$ cat config.mk
export PLATFORM = sky130hd
export DESIGN_NAME = go_back_n_sender_window_flat
export DESIGN_NICKNAME = d
export VERILOG_FILES = /design/src/hw/rtl/gbn_pkg.sv /design/src/hw/rtl/gbn_ifs.sv /design/src/hw/rtl/go_back_n_sender_window.sv /design/src/hw/rtl/gbn_slot_mem.sv /design/src/flat_wrapper.sv
export SDC_FILE = /design/constraint.sdc
export NUM_CORES = 1
export LEC_CHECK = 0
export ABC_CLOCK_PERIOD_IN_PS = 4500
export BUFFER_PORTS_ARGS = -buffer_cell sky130_fd_sc_hd__buf_4
export CAP_MARGIN = 25
export CORE_UTILIZATION = 36
export CTS_CLUSTER_SIZE = 20
export DETAILED_ROUTE_END_ITERATION = 8
export PLACE_DENSITY = 0.54
export SYNTH_ARGS = -nofsm -noshare
export SYNTH_HDL_FRONTEND = slang
export SYNTH_SLANG_ARGS = --single-unit
$ cat constraint.sdc
create_clock -name clock -period 4.5 [get_ports clock]
set_clock_uncertainty 0.2 [all_clocks]
set_input_delay 0.225 -clock clock [delete_from_list [all_inputs] [get_ports clock]]
set_output_delay 0.225 -clock clock [all_outputs]
set_load 0.05 [all_outputs]
$ cat src/hw/rtl/gbn_pkg.sv
package gbn_pkg;

   localparam int SEQ_W      = 6;
   localparam int IDX_W      = 16;
   localparam int WIN_W      = 5;
   localparam int TMO_W      = 8;
   localparam int KIND_W     = 2;
   localparam int CSR_IDX_W  = 2;
   localparam int CSR_DATA_W = 16;

   localparam logic [KIND_W-1:0] KIND_SEND = 2'd0;
   localparam logic [KIND_W-1:0] KIND_ACK  = 2'd1;
   localparam logic [KIND_W-1:0] KIND_POLL = 2'd2;

   localparam logic [CSR_IDX_W-1:0] CSR_WINDOW_SIZE   = 2'd0;
   localparam logic [CSR_IDX_W-1:0] CSR_TIMEOUT_LIMIT = 2'd1;
   localparam logic [CSR_IDX_W-1:0] CSR_TOTAL_PACKETS = 2'd2;

   localparam logic [WIN_W-1:0] WINDOW_RESET  = 5'd10;
   localparam logic [TMO_W-1:0] TIMEOUT_RESET = 8'd20;

endpackage

$ cat src/hw/rtl/gbn_ifs.sv
interface gbn_req_if import gbn_pkg::*; ();
   logic              valid;
   logic              ready;
   logic [KIND_W-1:0] kind;
   logic [SEQ_W-1:0]  ack_seq;
   logic              ack_final;

   modport source (output valid, kind, ack_seq, ack_final, input ready);
   modport sink   (input valid, kind, ack_seq, ack_final, output ready);
endinterface

interface gbn_rsp_if import gbn_pkg::*; ();
   logic             valid;
   logic             ready;
   logic             sent;
   logic [SEQ_W-1:0] send_seq;
   logic [IDX_W-1:0] packet_index;
   logic             last_packet;
   logic             timed_out;
   logic [SEQ_W-1:0] window_base;
   logic             transfer_done;

   modport source (output valid, sent, send_seq, packet_index, last_packet, timed_out,
                   window_base, transfer_done, input ready);
   modport sink   (input valid, sent, send_seq, packet_index, last_packet, timed_out,
                   window_base, transfer_done, output ready);
endinterface

interface gbn_csr_if import gbn_pkg::*; ();
   logic                  valid;
   logic                  ready;
   logic [CSR_IDX_W-1:0]  index;
   logic [CSR_DATA_W-1:0] data;

   modport source (output valid, index, data, input ready);
   modport sink   (input valid, index, data, output ready);
endinterface

$ cat src/hw/rtl/go_back_n_sender_window.sv
// Channel  Interface    Direction  Contents
// req_ch   gbn_req_if   in         kind, ack_seq, ack_final
// rsp_ch   gbn_rsp_if   out        sent, send_seq, packet_index, last_packet,
//                                  timed_out, window_base, transfer_done
// csr_ch   gbn_csr_if   in         register index, write data (always ready)
//
// A send that passes the room and count checks reads its slot and goes through ST_CHECK
// before ST_FINISH loads the result register; other items go from ST_DECODE straight to
// ST_FINISH. An ack or a timeout that frees slots marks them free one by one in ST_WALK,
// up to SEQ_COUNT-1 of them. After reset a clearing pass marks every slot free; no beat
// is accepted during it. A new beat is accepted while the previous result still waits
// in the output register; a stalled result holds the block before its next result.
module go_back_n_sender_window import gbn_pkg::*; #(
   parameter int SEQ_COUNT = 20
) (
   input logic      clock,
   input logic      reset,
   gbn_req_if.sink  req_ch,
   gbn_rsp_if.source rsp_ch,
   gbn_csr_if.sink  csr_ch
);

   localparam int AW = $clog2(SEQ_COUNT);
   localparam logic [AW-1:0]   LAST_IDX = AW'(SEQ_COUNT - 1);
   localparam logic [AW:0]     RING     = (AW + 1)'(SEQ_COUNT);
   localparam logic [SEQ_W:0]  RING_EXT = (SEQ_W + 1)'(SEQ_COUNT);
   localparam logic [SEQ_W:0]  WIN_CAP  = (SEQ_W + 1)'(SEQ_COUNT - 1);

   typedef enum logic [2:0] {
      ST_CLEAR,
      ST_IDLE,
      ST_DECODE,
      ST_CHECK,
      ST_WALK,
      ST_FINISH
   } state_type;

   function automatic logic [AW-1:0] ring_inc(input logic [AW-1:0] p);
      ring_inc = (p == LAST_IDX) ? '0 : p + 1'b1;
   endfunction

   state_type state_ff, state_in;
   logic [AW-1:0] clr_idx_ff, clr_idx_in;

   logic [KIND_W-1:0] kind_ff, kind_in;
   logic [SEQ_W-1:0]  ack_seq_ff, ack_seq_in;
   logic              ack_final_ff, ack_final_in;

   logic [AW-1:0]    next_ff, next_in;
   logic [AW-1:0]    base_ff, base_in;
   logic [IDX_W-1:0] issued_ff, issued_in;
   logic [TMO_W-1:0] wait_ff, wait_in;
   logic             done_ff, done_in;

   logic [WIN_W-1:0] win_ff, win_in;
   logic [TMO_W-1:0] tmo_lim_ff, tmo_lim_in;
   logic [IDX_W-1:0] total_ff, total_in;

   logic [AW-1:0] walk_ptr_ff, walk_ptr_in;
   logic [AW-1:0] walk_cnt_ff, walk_cnt_in;

   logic             res_sent_ff, res_sent_in;
   logic [AW-1:0]    res_seq_ff, res_seq_in;
   logic [IDX_W-1:0] res_pidx_ff, res_pidx_in;
   logic             res_last_ff, res_last_in;
   logic             res_tmo_ff, res_tmo_in;

   logic             rsp_valid_ff, rsp_valid_in;
   logic             rsp_sent_ff, rsp_sent_in;
   logic [SEQ_W-1:0] rsp_seq_ff, rsp_seq_in;
   logic [IDX_W-1:0] rsp_pidx_ff, rsp_pidx_in;
   logic             rsp_last_ff, rsp_last_in;
   logic             rsp_tmo_ff, rsp_tmo_in;
   logic [SEQ_W-1:0] rsp_base_ff, rsp_base_in;
   logic             rsp_done_ff, rsp_done_in;

   logic          mem_we;
   logic [AW-1:0] mem_waddr;
   logic          mem_wdata;
   logic          mem_re;
   logic          mem_rdata;

   logic [AW:0]      outst;
   logic [AW-1:0]    ack_idx;
   logic [AW:0]      ack_dist;
   logic             ack_in_range;
   logic [SEQ_W:0]   win_use;
   logic             room;
   logic [TMO_W:0]   wait_next;
   logic [IDX_W-1:0] outst_ext;

   gbn_slot_mem #(
      .DEPTH (SEQ_COUNT),
      .AW    (AW)
   ) u_slot_mem (
      .clock   (clock),
      .wr_en   (mem_we),
      .wr_addr (mem_waddr),
      .wr_data (mem_wdata),
      .rd_en   (mem_re),
      .rd_addr (next_ff),
      .rd_data (mem_rdata)
   );

   assign outst = (next_ff >= base_ff) ? ({1'b0, next_ff} - {1'b0, base_ff})
                                       : ({1'b0, next_ff} + RING - {1'b0, base_ff});
   assign ack_idx = ack_seq_ff[AW-1:0];
   assign ack_dist = (ack_idx >= base_ff) ? ({1'b0, ack_idx} - {1'b0, base_ff})
                                          : ({1'b0, ack_idx} + RING - {1'b0, base_ff});
   assign ack_in_range = ({1'b0, ack_seq_ff} < RING_EXT) && (ack_dist < outst);
   assign win_use = ({2'b00, win_ff} < WIN_CAP) ? {2'b00, win_ff} : WIN_CAP;
   assign room = (7'(outst) < win_use);
   assign wait_next = {1'b0, wait_ff} + 9'd1;
   assign outst_ext = IDX_W'(outst);

   assign req_ch.ready = (state_ff == ST_IDLE);
   assign csr_ch.ready = 1'b1;

   assign rsp_ch.valid         = rsp_valid_ff;
   assign rsp_ch.sent          = rsp_sent_ff;
   assign rsp_ch.send_seq      = rsp_seq_ff;
   assign rsp_ch.packet_index  = rsp_pidx_ff;
   assign rsp_ch.last_packet   = rsp_last_ff;
   assign rsp_ch.timed_out     = rsp_tmo_ff;
   assign rsp_ch.window_base   = rsp_base_ff;
   assign rsp_ch.transfer_done = rsp_done_ff;

   always_comb begin
      state_in     = state_ff;
      clr_idx_in   = clr_idx_ff;
      kind_in      = kind_ff;
      ack_seq_in   = ack_seq_ff;
      ack_final_in = ack_final_ff;
      next_in      = next_ff;
      base_in      = base_ff;
      issued_in    = issued_ff;
      wait_in      = wait_ff;
      done_in      = done_ff;
      win_in       = win_ff;
      tmo_lim_in   = tmo_lim_ff;
      total_in     = total_ff;
      walk_ptr_in  = walk_ptr_ff;
      walk_cnt_in  = walk_cnt_ff;
      res_sent_in  = res_sent_ff;
      res_seq_in   = res_seq_ff;
      res_pidx_in  = res_pidx_ff;
      res_last_in  = res_last_ff;
      res_tmo_in   = res_tmo_ff;
      rsp_valid_in = rsp_valid_ff;
      rsp_sent_in  = rsp_sent_ff;
      rsp_seq_in   = rsp_seq_ff;
      rsp_pidx_in  = rsp_pidx_ff;
      rsp_last_in  = rsp_last_ff;
      rsp_tmo_in   = rsp_tmo_ff;
      rsp_base_in  = rsp_base_ff;
      rsp_done_in  = rsp_done_ff;
      mem_we       = 1'b0;
      mem_waddr    = clr_idx_ff;
      mem_wdata    = 1'b1;
      mem_re       = 1'b0;

      if (csr_ch.valid) begin
         case (csr_ch.index)
            CSR_WINDOW_SIZE:   win_in     = csr_ch.data[WIN_W-1:0];
            CSR_TIMEOUT_LIMIT: tmo_lim_in = csr_ch.data[TMO_W-1:0];
            CSR_TOTAL_PACKETS: total_in   = csr_ch.data[IDX_W-1:0];
            default: ;
         endcase
      end

      if (rsp_valid_ff && rsp_ch.ready) begin
         rsp_valid_in = 1'b0;
      end

      case (state_ff)
         ST_CLEAR: begin
            mem_we     = 1'b1;
            mem_waddr  = clr_idx_ff;
            clr_idx_in = ring_inc(clr_idx_ff);
            if (clr_idx_ff == LAST_IDX) begin
               state_in = ST_IDLE;
            end
         end
         ST_IDLE: begin
            if (req_ch.valid) begin
               kind_in      = req_ch.kind;
               ack_seq_in   = req_ch.ack_seq;
               ack_final_in = req_ch.ack_final;
               state_in     = ST_DECODE;
            end
         end
         ST_DECODE: begin
            res_sent_in = 1'b0;
            res_seq_in  = '0;
            res_pidx_in = '0;
            res_last_in = 1'b0;
            res_tmo_in  = 1'b0;
            state_in    = ST_FINISH;
            if (!done_ff) begin
               case (kind_ff)
                  KIND_SEND: begin
                     if (room && (issued_ff < total_ff)) begin
                        mem_re   = 1'b1;
                        state_in = ST_CHECK;
                     end
                  end
                  KIND_ACK: begin
                     if (ack_final_ff) begin
                        done_in = 1'b1;
                     end else begin
                        wait_in = '0;
                        if (ack_in_range) begin
                           walk_ptr_in = base_ff;
                           walk_cnt_in = AW'(ack_dist + 1'b1);
                           base_in     = ring_inc(ack_idx);
                           state_in    = ST_WALK;
                        end
                     end
                  end
                  KIND_POLL: begin
                     if (wait_next > {1'b0, tmo_lim_ff}) begin
                        issued_in  = (issued_ff >= outst_ext) ? issued_ff - outst_ext : '0;
                        next_in    = base_ff;
                        wait_in    = '0;
                        res_tmo_in = 1'b1;
                        if (outst != '0) begin
                           walk_ptr_in = base_ff;
                           walk_cnt_in = outst[AW-1:0];
                           state_in    = ST_WALK;
                        end
                     end else begin
                        wait_in = wait_next[TMO_W-1:0];
                     end
                  end
                  default: ;
               endcase
            end
         end
         ST_CHECK: begin
            if (mem_rdata) begin
               res_sent_in = 1'b1;
               res_seq_in  = next_ff;
               res_pidx_in = issued_ff;
               res_last_in = ({1'b0, issued_ff} + 17'd1) == {1'b0, total_ff};
               mem_we      = 1'b1;
               mem_waddr   = next_ff;
               mem_wdata   = 1'b0;
               next_in     = ring_inc(next_ff);
               issued_in   = issued_ff + 1'b1;
            end
            state_in = ST_FINISH;
         end
         ST_WALK: begin
            mem_we      = 1'b1;
            mem_waddr   = walk_ptr_ff;
            walk_ptr_in = ring_inc(walk_ptr_ff);
            walk_cnt_in = walk_cnt_ff - 1'b1;
            if (walk_cnt_ff == AW'(1)) begin
               state_in = ST_FINISH;
            end
         end
         ST_FINISH: begin
            if (!rsp_valid_ff || rsp_ch.ready) begin
               rsp_valid_in = 1'b1;
               rsp_sent_in  = res_sent_ff;
               rsp_seq_in   = SEQ_W'(res_seq_ff);
               rsp_pidx_in  = res_pidx_ff;
               rsp_last_in  = res_last_ff;
               rsp_tmo_in   = res_tmo_ff;
               rsp_base_in  = SEQ_W'(base_ff);
               rsp_done_in  = done_ff;
               state_in     = ST_IDLE;
            end
         end
         default: state_in = ST_IDLE;
      endcase
   end

   always_ff @(posedge clock) begin
      if (reset) begin
         state_ff     <= ST_CLEAR;
         clr_idx_ff   <= '0;
         next_ff      <= '0;
         base_ff      <= '0;
         issued_ff    <= '0;
         wait_ff      <= '0;
         done_ff      <= 1'b0;
         win_ff       <= WINDOW_RESET;
         tmo_lim_ff   <= TIMEOUT_RESET;
         total_ff     <= '0;
         walk_cnt_ff  <= '0;
         rsp_valid_ff <= 1'b0;
      end else begin
         state_ff     <= state_in;
         clr_idx_ff   <= clr_idx_in;
         next_ff      <= next_in;
         base_ff      <= base_in;
         issued_ff    <= issued_in;
         wait_ff      <= wait_in;
         done_ff      <= done_in;
         win_ff       <= win_in;
         tmo_lim_ff   <= tmo_lim_in;
         total_ff     <= total_in;
         walk_cnt_ff  <= walk_cnt_in;
         rsp_valid_ff <= rsp_valid_in;
      end
      kind_ff      <= kind_in;
      ack_seq_ff   <= ack_seq_in;
      ack_final_ff <= ack_final_in;
      walk_ptr_ff  <= walk_ptr_in;
      res_sent_ff  <= res_sent_in;
      res_seq_ff   <= res_seq_in;
      res_pidx_ff  <= res_pidx_in;
      res_last_ff  <= res_last_in;
      res_tmo_ff   <= res_tmo_in;
      rsp_sent_ff  <= rsp_sent_in;
      rsp_seq_ff   <= rsp_seq_in;
      rsp_pidx_ff  <= rsp_pidx_in;
      rsp_last_ff  <= rsp_last_in;
      rsp_tmo_ff   <= rsp_tmo_in;
      rsp_base_ff  <= rsp_base_in;
      rsp_done_ff  <= rsp_done_in;
   end

endmodule

$ cat src/hw/rtl/gbn_slot_mem.sv
module gbn_slot_mem #(
   parameter int DEPTH = 20,
   parameter int AW    = 5
) (
   input  logic          clock,
   input  logic          wr_en,
   input  logic [AW-1:0] wr_addr,
   input  logic          wr_data,
   input  logic          rd_en,
   input  logic [AW-1:0] rd_addr,
   output logic          rd_data
);

   logic mem [DEPTH];
   logic rd_data_ff;

   always_ff @(posedge clock) begin
      if (wr_en) begin
         mem[wr_addr] <= wr_data;
      end
      if (rd_en) begin
         rd_data_ff <= mem[rd_addr];
      end
   end

   assign rd_data = rd_data_ff;

endmodule

$ cat src/flat_wrapper.sv
// flat-port wrapper written by rule: the top's interface ports become plain ports
module go_back_n_sender_window_flat import gbn_pkg::*;
#(
   parameter int SEQ_COUNT = 20
)
  (clock, reset, req_ch_valid, req_ch_kind, req_ch_ack_seq, req_ch_ack_final, req_ch_ready, rsp_ch_valid, rsp_ch_sent, rsp_ch_send_seq, rsp_ch_packet_index, rsp_ch_last_packet, rsp_ch_timed_out, rsp_ch_window_base, rsp_ch_transfer_done, rsp_ch_ready, csr_ch_valid, csr_ch_index, csr_ch_data, csr_ch_ready);
  gbn_req_if req_ch_i ();
  gbn_rsp_if rsp_ch_i ();
  gbn_csr_if csr_ch_i ();
  input logic clock;
  input logic reset;
  input wire logic [$bits(req_ch_i.valid)-1:0] req_ch_valid;
  input wire logic [$bits(req_ch_i.kind)-1:0] req_ch_kind;
  input wire logic [$bits(req_ch_i.ack_seq)-1:0] req_ch_ack_seq;
  input wire logic [$bits(req_ch_i.ack_final)-1:0] req_ch_ack_final;
  output wire logic [$bits(req_ch_i.ready)-1:0] req_ch_ready;
  output wire logic [$bits(rsp_ch_i.valid)-1:0] rsp_ch_valid;
  output wire logic [$bits(rsp_ch_i.sent)-1:0] rsp_ch_sent;
  output wire logic [$bits(rsp_ch_i.send_seq)-1:0] rsp_ch_send_seq;
  output wire logic [$bits(rsp_ch_i.packet_index)-1:0] rsp_ch_packet_index;
  output wire logic [$bits(rsp_ch_i.last_packet)-1:0] rsp_ch_last_packet;
  output wire logic [$bits(rsp_ch_i.timed_out)-1:0] rsp_ch_timed_out;
  output wire logic [$bits(rsp_ch_i.window_base)-1:0] rsp_ch_window_base;
  output wire logic [$bits(rsp_ch_i.transfer_done)-1:0] rsp_ch_transfer_done;
  input wire logic [$bits(rsp_ch_i.ready)-1:0] rsp_ch_ready;
  input wire logic [$bits(csr_ch_i.valid)-1:0] csr_ch_valid;
  input wire logic [$bits(csr_ch_i.index)-1:0] csr_ch_index;
  input wire logic [$bits(csr_ch_i.data)-1:0] csr_ch_data;
  output wire logic [$bits(csr_ch_i.ready)-1:0] csr_ch_ready;
  assign req_ch_i.valid = req_ch_valid;
  assign req_ch_i.kind = req_ch_kind;
  assign req_ch_i.ack_seq = req_ch_ack_seq;
  assign req_ch_i.ack_final = req_ch_ack_final;
  assign req_ch_ready = req_ch_i.ready;
  assign rsp_ch_valid = rsp_ch_i.valid;
  assign rsp_ch_sent = rsp_ch_i.sent;
  assign rsp_ch_send_seq = rsp_ch_i.send_seq;
  assign rsp_ch_packet_index = rsp_ch_i.packet_index;
  assign rsp_ch_last_packet = rsp_ch_i.last_packet;
  assign rsp_ch_timed_out = rsp_ch_i.timed_out;
  assign rsp_ch_window_base = rsp_ch_i.window_base;
  assign rsp_ch_transfer_done = rsp_ch_i.transfer_done;
  assign rsp_ch_i.ready = rsp_ch_ready;
  assign csr_ch_i.valid = csr_ch_valid;
  assign csr_ch_i.index = csr_ch_index;
  assign csr_ch_i.data = csr_ch_data;
  assign csr_ch_ready = csr_ch_i.ready;
  go_back_n_sender_window #(.SEQ_COUNT(SEQ_COUNT)) u_core (.clock(clock), .reset(reset), .req_ch(req_ch_i), .rsp_ch(rsp_ch_i), .csr_ch(csr_ch_i));
endmodule
==> results of run 1 <==
-- registers in the layout, summed over array words and instances (netlist names), 6 cells and up --
register,flops
u_core.ack_seq_ff,6
u_core.wait_ff,8
u_core.u_slot_mem.mem,20
u_core.rsp_ch.packet_index,16
u_core.issued_ff,16
u_core.total_ff,16
u_core.tmo_lim_ff,8
u_core.res_pidx_ff,16
-- layout make-up --
type | count | area (um^2) | share of cell area
Tap cell | 341 | 427 | 0.0359
Multi-Input combinational cell | 755 | 5280 | 0.444
Timing Repair Buffer | 134 | 1070 | 0.0903
Inverter | 73 | 277 | 0.0233
Sequential cell | 167 | 4230 | 0.356
Clock buffer | 19 | 433 | 0.0364
Clock inverter | 13 | 164 | 0.0138
-- synth_stat cells (all sizes together), types with 6 or more instances --
library cell  number  area [um^2]
nand2            107          404
a221oi             6         58.8
nand3b            10         75.1
nand3             29          150
buf                9         48.8
o31ai              6         58.8
a211oi            16          120
o21a               9         67.6
mux4               6          135
nand2b            10         62.6
mux2i             17          170
inv               73          274
and3              22          138
nor3b              6         50.1
dfxtp             78         1560
nor2b             13         81.3
o211ai             8         65.1
edfxtp            89         2670
nor4               8         65.1
ha                72          901
a31oi              7         43.8
nand4              9         56.3
fa                 9          180
xor2              18          158
a21o               8         60.1
a21oi             67          339
o21ai             58          290
clkbuf            41          155
nor3              18         95.1
nor2              99          372
or3                9         61.3
xnor2             36          315
-- worst max-delay path by stage --
stage	start	endpoint	slack (ns)
after detailed placement	u_core.base_ff[1]	u_core.walk_cnt_ff[0]	-0.008
after global routing	u_core.next_ff[0]	u_core.issued_ff[9]	-0.02
after floorplan	u_core.next_ff[0]	u_core.walk_cnt_ff[0]	0.01
final	u_core.next_ff[0]	u_core.issued_ff[7]	0.22
after global placement	u_core.base_ff[1]	u_core.walk_ptr_ff[4]	0.10
after CTS	u_core.base_ff[1]	u_core.walk_cnt_ff[0]	0.007
-- critical path: cells and delay by family, from the launching register on --
family                     cells  cell delay, ns
AOI/OAI and AO/OA              7            1.36
adders and majority gates      3            0.83
buffers and inverters          4            0.42
DFF                            1            0.31
muxes                          1            0.33
and+or+nand+nor                3            0.68
-- logic make-up (layout without fill, tap and decap cells) --
| family | count (synthesis) | in the layout | share of synthesized area |
|---|---|---|---|
| buffers and inverters | 123 | 239 | 0.0483 |
| AND/OR/NAND/NOR | 358 | 358 | 0.178 |
| AO/OA/AOI/OAI | 233 | 233 | 0.154 |
| flip-flops | 167 | 167 | 0.428 |
| multiplexers | 26 | 26 | 0.0346 |
| XOR/XNOR | 54 | 54 | 0.0478 |
| adder cells (fa/ha/maj) | 81 | 81 | 0.109 |
| other | 2 | 3 | 0.000759 |
-- metrics by stage --
stage / utilization / setup slack (ns) / hold slack [ns] / TNS (ns) / std cells
global placement: 0.406 / 0.100 / 0.200 / 0 / 1442
CTS: 0.438 / 0.00658 / 0.0510 / 0 / 1501
global route: 0.441 / -0.0233 / 0.0833 / -0.0466 / 1502
detailed placement: 0.406 / -0.00804 / 0.204 / -0.0166 / 1442
finish: 0.441 / 0.223 / 0.0626 / 0 / 1502
floorplan: - / 0.0133 / 0.124 / 0 / 1045
-- power groups by stage --
stage               clock, mW  combinational (mW)  sequential [mW]
detailed placement          0               0.134             1.65
global placement            0               0.133             1.65
CTS                      1.55               0.153             1.61
finish                   1.51               0.153             1.61
floorplan                   0              0.0870             1.64
global route             1.61               0.170             1.61
-- layer usage --
layer	vias to the layer above	GRT usage
met5	-	0
met4	0	0.0666
met3	37	0.0315
met2	208	0.304
met1	3699	0.247
li1	3950	-
-- repair_timing --
item	4_1_cts	5_1_grt
hold endpoints to repair	41	0
pin swaps	1	7
setup buffers	0	1
resized for setup	1	18
endpoints found under the setup margin	6	21
hold buffers	27	0
==> results summary, run 1 <==
Row generation in the floorplan step produced 60 rows. Measured against its own limit, the worst slew margin works out to 0.342. Counting flops with a built-in enable in the synthesized netlist gives just under 90. In this run the register-to-register setup slack is ~0.22 ns. The tightest min-delay check is of the in -> reg type.

The starting density of the core is 0.367. The highest achievable clock rate is 234 MHz. TritonCTS built the clock tree. Of the cells placed in the final design, the portion with a size suffix greater than 1 is 0.155. The area of the core region is ~27000 um^2.

Measured along the x axis, the die boundary spans around 170 um. The reg-to-reg critical path startpoint is u_core.next_ff[0]. The nature of the critical path startpoint is a register. The routability congestion estimate from global placement came out at around 0.89. Before antenna repair, the detailed router went through 5 iterations. Of the total power, the share spent switching nets is 0.233. The run finished with clean final reports. The synthesized area per cell came out at 9.48 um^2. Once detail routing completed, the nets flagged for antenna violations numbered 0. The met3 wire length is 1180 um. The buffer levels on the longest clock path came out at 2. The synthesis-to-layout area growth came out at 20.1%. The share of total power in combinational logic is 0.047. Detailed placement ended at an HPWL of approximately 19000 um. The final design instance area without fill is approximately 12000 um^2. The final-report max-slew violation count was 0. At the later pin of the worst-skew pair, clock insertion delay measures about 0.43 ns.

The static leakage came out at between 4 and 5 nW. The total power per unit cell area came out at around 280 nW/um^2. The commonest non-fill, non-tap cell in the layout is sky130_fd_sc_hd__buf_4. The highest net fanout along the worst path is 7. The cell count after synthesis came out at about 1000. Setup violations remaining at the end of the flow were counted as 0. The post-detailed-route DRC marker count is 0.

The routed wire length came out at roughly 26000 um. The post-detailed-route via-to-cell ratio came out at 5.26. The most instantiated flip-flop cell in the synthesis netlist is sky130_fd_sc_hd__edfxtp_1. The post-route minimum period came out at between 4 and 5 ns. The filler cells instantiated in the layout total between 2000 and 3000. The data arrival at the endpoint of the critical path is ~4.4 ns. For the pin with the worst max-slew slack, the measured transition is 0.985 ns. The CTS buffer count came out at 17. CTS placed an instance of sky130_fd_sc_hd__clkbuf_16 at the clock tree root. The count of synthesis-stage warnings from yosys came out at 0. The total placed instance area came out at about 11000 um^2.

The required time reported for the critical path endpoint came out at approximately 4.6 ns. The total routing resource utilization after global routing came out at 0.186. The number of hold violations in the final report was 0. The die area came out at 28200 um^2.

The final worst-path cycle share is 0.951. The H-tree depth reported by CTS came out at 4. The number of primary I/O pins is 67.

The global-route wire length before repair is just over 40000 um. The fraction of registers with async set/reset came out at 0. The DRC violation total after the first TritonRoute iteration is 639. The detail-routed net length per standard cell came out at between 15 and 20 um. The number of nets in the layout is 1261. The global route total overflow is 0. The sequential group share of total power is 0.493. For hold timing, the worst endpoint is u_core.win_ff[3].

The cell-internal power came out at about 2.5 mW. In this design, the stage delay of the slowest critical-path cell is between 0.3 and 0.4 ns. The top layer used by detailed routing is met4. The number of cells traversed by the worst hold path is 4. The number of cells on the worst reg-to-reg path is 18. The number of global-route vias before repair is 7483.

The portion of the post-synthesis area used by sequential elements came out at 0.428. The slowest cell on the critical path is sky130_fd_sc_hd__fa_1. The routed length on met1 is 11900 um. The critical path goes through inv_1 > ha_1 > inv_1 > fa_1 > a21o_1 > a22o_1 > or3_4 > mux2_2 > inv_2 > ha_1 > a21o_1 > a21oi_2 > o21ba_2 > o211ai_2 > buf_4 > and2_2 > a211oi_1 > nor3_2. The number of violations of the max-capacitance limit came out at 0. The count of buffers inserted at the top-level ports came out at 63. The met2 wirelength from detailed routing came out at ~12000 um. The number of synthesized register bits came out at 167. The clock network fraction of design power is 0.461. In the layout the commonest cells are 107 x sky130_fd_sc_hd__buf_4, 106 x sky130_fd_sc_hd__nand2_1, 99 x sky130_fd_sc_hd__nor2_1. The summed instance area of the synthesized netlist is 9900 um^2. Across the VDD grid, the largest voltage drop is ~0.00023 V. The start point of the worst min-delay path is csr_ch_index[0]. By startpoint and endpoint, the worst setup path is classified as reg -> reg.

The worst setup path is captured at a register. The maximum number of pins on one net before global-route repair is 70. 0 antenna diodes ended up in the layout. The total design power came out at 3.27 mW.

In this run the vertical extent of the chip is between 150 and 200 um. The synthesized netlist contains 87 unique library cells. The total net switching power came out at between 0.7 and 0.8 mW.

The endpoint identified for the worst register-to-register timing path is u_core.issued_ff[7]. The routed via count is just under 8000. The CTS clock-pin slew for the worst setup and hold paths is approximately 0.070 ns.

The CTS sink count came out at approximately 170. The number of antenna violations at the first check in global routing is 0.
Note: power is estimated with default switching activity, not from simulation.
==> run 2: changes to the inputs <==
- CORE_MARGIN: not set -> 4
- CTS_CLUSTER_SIZE: 20 -> 30
- SKIP_CTS_REPAIR_TIMING: not set -> 1
==> results summary, run 2 (synthesis gave the netlist of run 1 again) <==
In this run the most critical hold path is launched from csr_ch_index[0]. The number of global-route vias before repair is ~7500. 0 antenna diodes ended up in the layout. IR analysis of the VDD net gives a maximum drop of 0.000250 V. The final cell utilization of the core is 0.442. The type of the tightest min-delay check is in -> reg. The post-detailed-route DRC marker count is 0. The final antenna-violating net count came out at 0. The highest achievable clock rate came out at around 230 MHz. The worst relative slew slack is 0.366. The count of cells along the worst register-to-register path came out at 18. The starting density of the core is 0.366. The design draws between 3 and 4 mW. The number of antenna violations at the first check in global routing is 0. The library cell used most frequently in the layout, excluding fill and tap cells, is sky130_fd_sc_hd__buf_4. The routed via count came out at ~7900. The detailed-router iteration count before antenna repair came out at 5. The post-place setup slack is between 0.02 and 0.03 ns.

The required time reported for the critical path endpoint is roughly 4.7 ns. The maximum number of pins on one net before global-route repair came out at 70. The final-report max-slew violation count is 0. The number of nets in the layout came out at between 1000 and 1500. Once placement finished, the instance area stood at roughly 11000 um^2. Port buffering added 63 buffers.

The flow ran to the end, and the final reports show no timing, DRC or antenna violations. The final sum of negative setup slack came out at 0 ns. The nature of the critical path startpoint is a register. In this run the clock root is driven by a sky130_fd_sc_hd__clkbuf_16.

The endpoint identified for the worst register-to-register timing path is u_core.issued_ff[13]. The area of the core region came out at between 20000 and 30000 um^2. After detailed routing, the number of vias per cell comes to between 5 and 6.

For this run, the total global-route usage over all layers was measured as 0.168. CTS built an H-tree with a depth of 4. The CTS clock-pin slew for the worst setup and hold paths is approximately 0.070 ns. The HPWL after detailed placement is ~19000 um. The tightest hold path in the finished design has a slack of approximately 0.045 ns.

The clock latency of the later-clocked register in the worst-skew pair is between 0.4 and 0.5 ns. Subtracting the final worst setup slack from the clock period gives 4.32 ns. Dividing the final minimum period by the clock period gives 0.960. From synthesis to final layout, the design area changed by 20.8%. At the end of routability-driven placement, the weighted congestion stood at ~0.90.

The floorplan has 60 rows. The number of primary I/O pins came out at between 60 and 70. The DRC violation total after the first TritonRoute iteration came out at 537. The static leakage is slightly below 5 nW.

TritonCTS built the clock tree. The slew at the pin closest to its max-slew limit is approximately 0.95 ns. No sink is reached through more buffers than the 2 on the longest clock path.

The fraction of final layout cells with drive strength greater than 1 came out at 0.160. The CTS sink count came out at roughly 170. The die covers ~30000 um^2.

The total power per unit cell area came out at between 200 and 300 nW/um^2. For the worst setup path, the data arrival time is about 4.5 ns. The CTS buffer count came out at 17. The worst hold path terminates at u_core.win_ff[3]. The global route total overflow is 0. The final cell count without fillers is approximately 1500.

Max-cap violations in this run came to 0. Including well taps, the total number of placed cells is 1446. The count of final setup violators is 0. Setup slack on the critical path of the routed design comes to 0.181 ns.

The register with the most flip-flops in the final layout is u_core.u_slot_mem.mem. In this run the vertical extent of the chip is roughly 170 um. The horizontal die dimension came out at between 150 and 200 um.

The worst register-to-register path begins at u_core.next_ff[0]. The critical path in this run is classified as reg -> reg. Once layout is done, the placed cells without fillers occupy 12000 um^2. The number of cells traversed by the worst hold path came out at 4. The global-route wire length before repair came out at approximately 40000 um. The library cells used most frequently in the layout, excluding fill and tap cells, are 114 x sky130_fd_sc_hd__buf_4, 106 x sky130_fd_sc_hd__nand2_1, 98 x sky130_fd_sc_hd__nor2_1. The number of hold violations in the final report came out at 0. The number of flip-flops under the largest register name is 20. The detail-routed net length per standard cell is about 17 um. STA classifies the critical path endpoint as a register. The routed wire length is 25800 um. The worst register-to-register path has a setup slack of roughly 0.18 ns. The highest net fanout along the worst path is 7.
## run 2: how the worst max path moves through the flow
stage / startpoint / endpoint / slack, ns / cells after the start
3_3_place_gp: u_core.base_ff[1] / u_core.walk_ptr_ff[4] / 0.11 / 18
4_1_cts: u_core.base_ff[1] / u_core.walk_cnt_ff[0] / 0.0009 / 19
6_report: u_core.next_ff[0] / u_core.issued_ff[13] / 0.18 / 18
5_1_grt: u_core.next_ff[0] / u_core.issued_ff[13] / -0.02 / 18
2_1_floorplan: u_core.next_ff[0] / u_core.walk_cnt_ff[0] / 0.01 / 20
3_5_place_dp: u_core.base_ff[1] / u_core.walk_cnt_ff[0] / 0.03 / 19
## run 2: cell type report
type                            instances  area [um^2]
Inverter                               73          277
Timing Repair Buffer                  141         1130
Fill cell                            2607        15100
Clock buffer                           17          425
Tap cell                              341          427
Multi-Input combinational cell        755         5290
Sequential cell                       167         4230
Clock inverter                         15          176
## run 2: metal layers
metal | up-vias | share of wire | wire, um | GRT usage
met1 | 3747 | 0.46 | 11900 | 0.226
met5 | - | 0 | 0 | 0
li1 | 3958 | - | - | -
met3 | 32 | 0.039 | 1010 | 0.0325
met2 | 187 | 0.48 | 12500 | 0.280
met4 | 0 | 0.016 | 407 | 0.0393
## run 2: worst max-delay path, cell delays in order, from the launching register on
cell	delay (ns)
sky130_fd_sc_hd__dfxtp_1	0.31
sky130_fd_sc_hd__inv_1	0.07
sky130_fd_sc_hd__ha_1	0.17
sky130_fd_sc_hd__inv_1	0.08
sky130_fd_sc_hd__fa_1	0.40
sky130_fd_sc_hd__a21o_1	0.22
sky130_fd_sc_hd__a22o_1	0.22
sky130_fd_sc_hd__or3_4	0.36
sky130_fd_sc_hd__mux2i_1	0.14
sky130_fd_sc_hd__xor2_1	0.17
sky130_fd_sc_hd__buf_4	0.18
sky130_fd_sc_hd__ha_4	0.29
sky130_fd_sc_hd__nand2_1	0.11
sky130_fd_sc_hd__o41ai_4	0.35
sky130_fd_sc_hd__nor2_2	0.09
sky130_fd_sc_hd__o211ai_4	0.12
sky130_fd_sc_hd__nand2_1	0.10
sky130_fd_sc_hd__or4b_1	0.50
sky130_fd_sc_hd__a31oi_1	0.16
## run 2: power by group
part / switching [mW] / internal (mW)
Sequential: 0.0123 / 1.60
Clock: 0.747 / 0.754
Combinational: 0.0813 / 0.0688
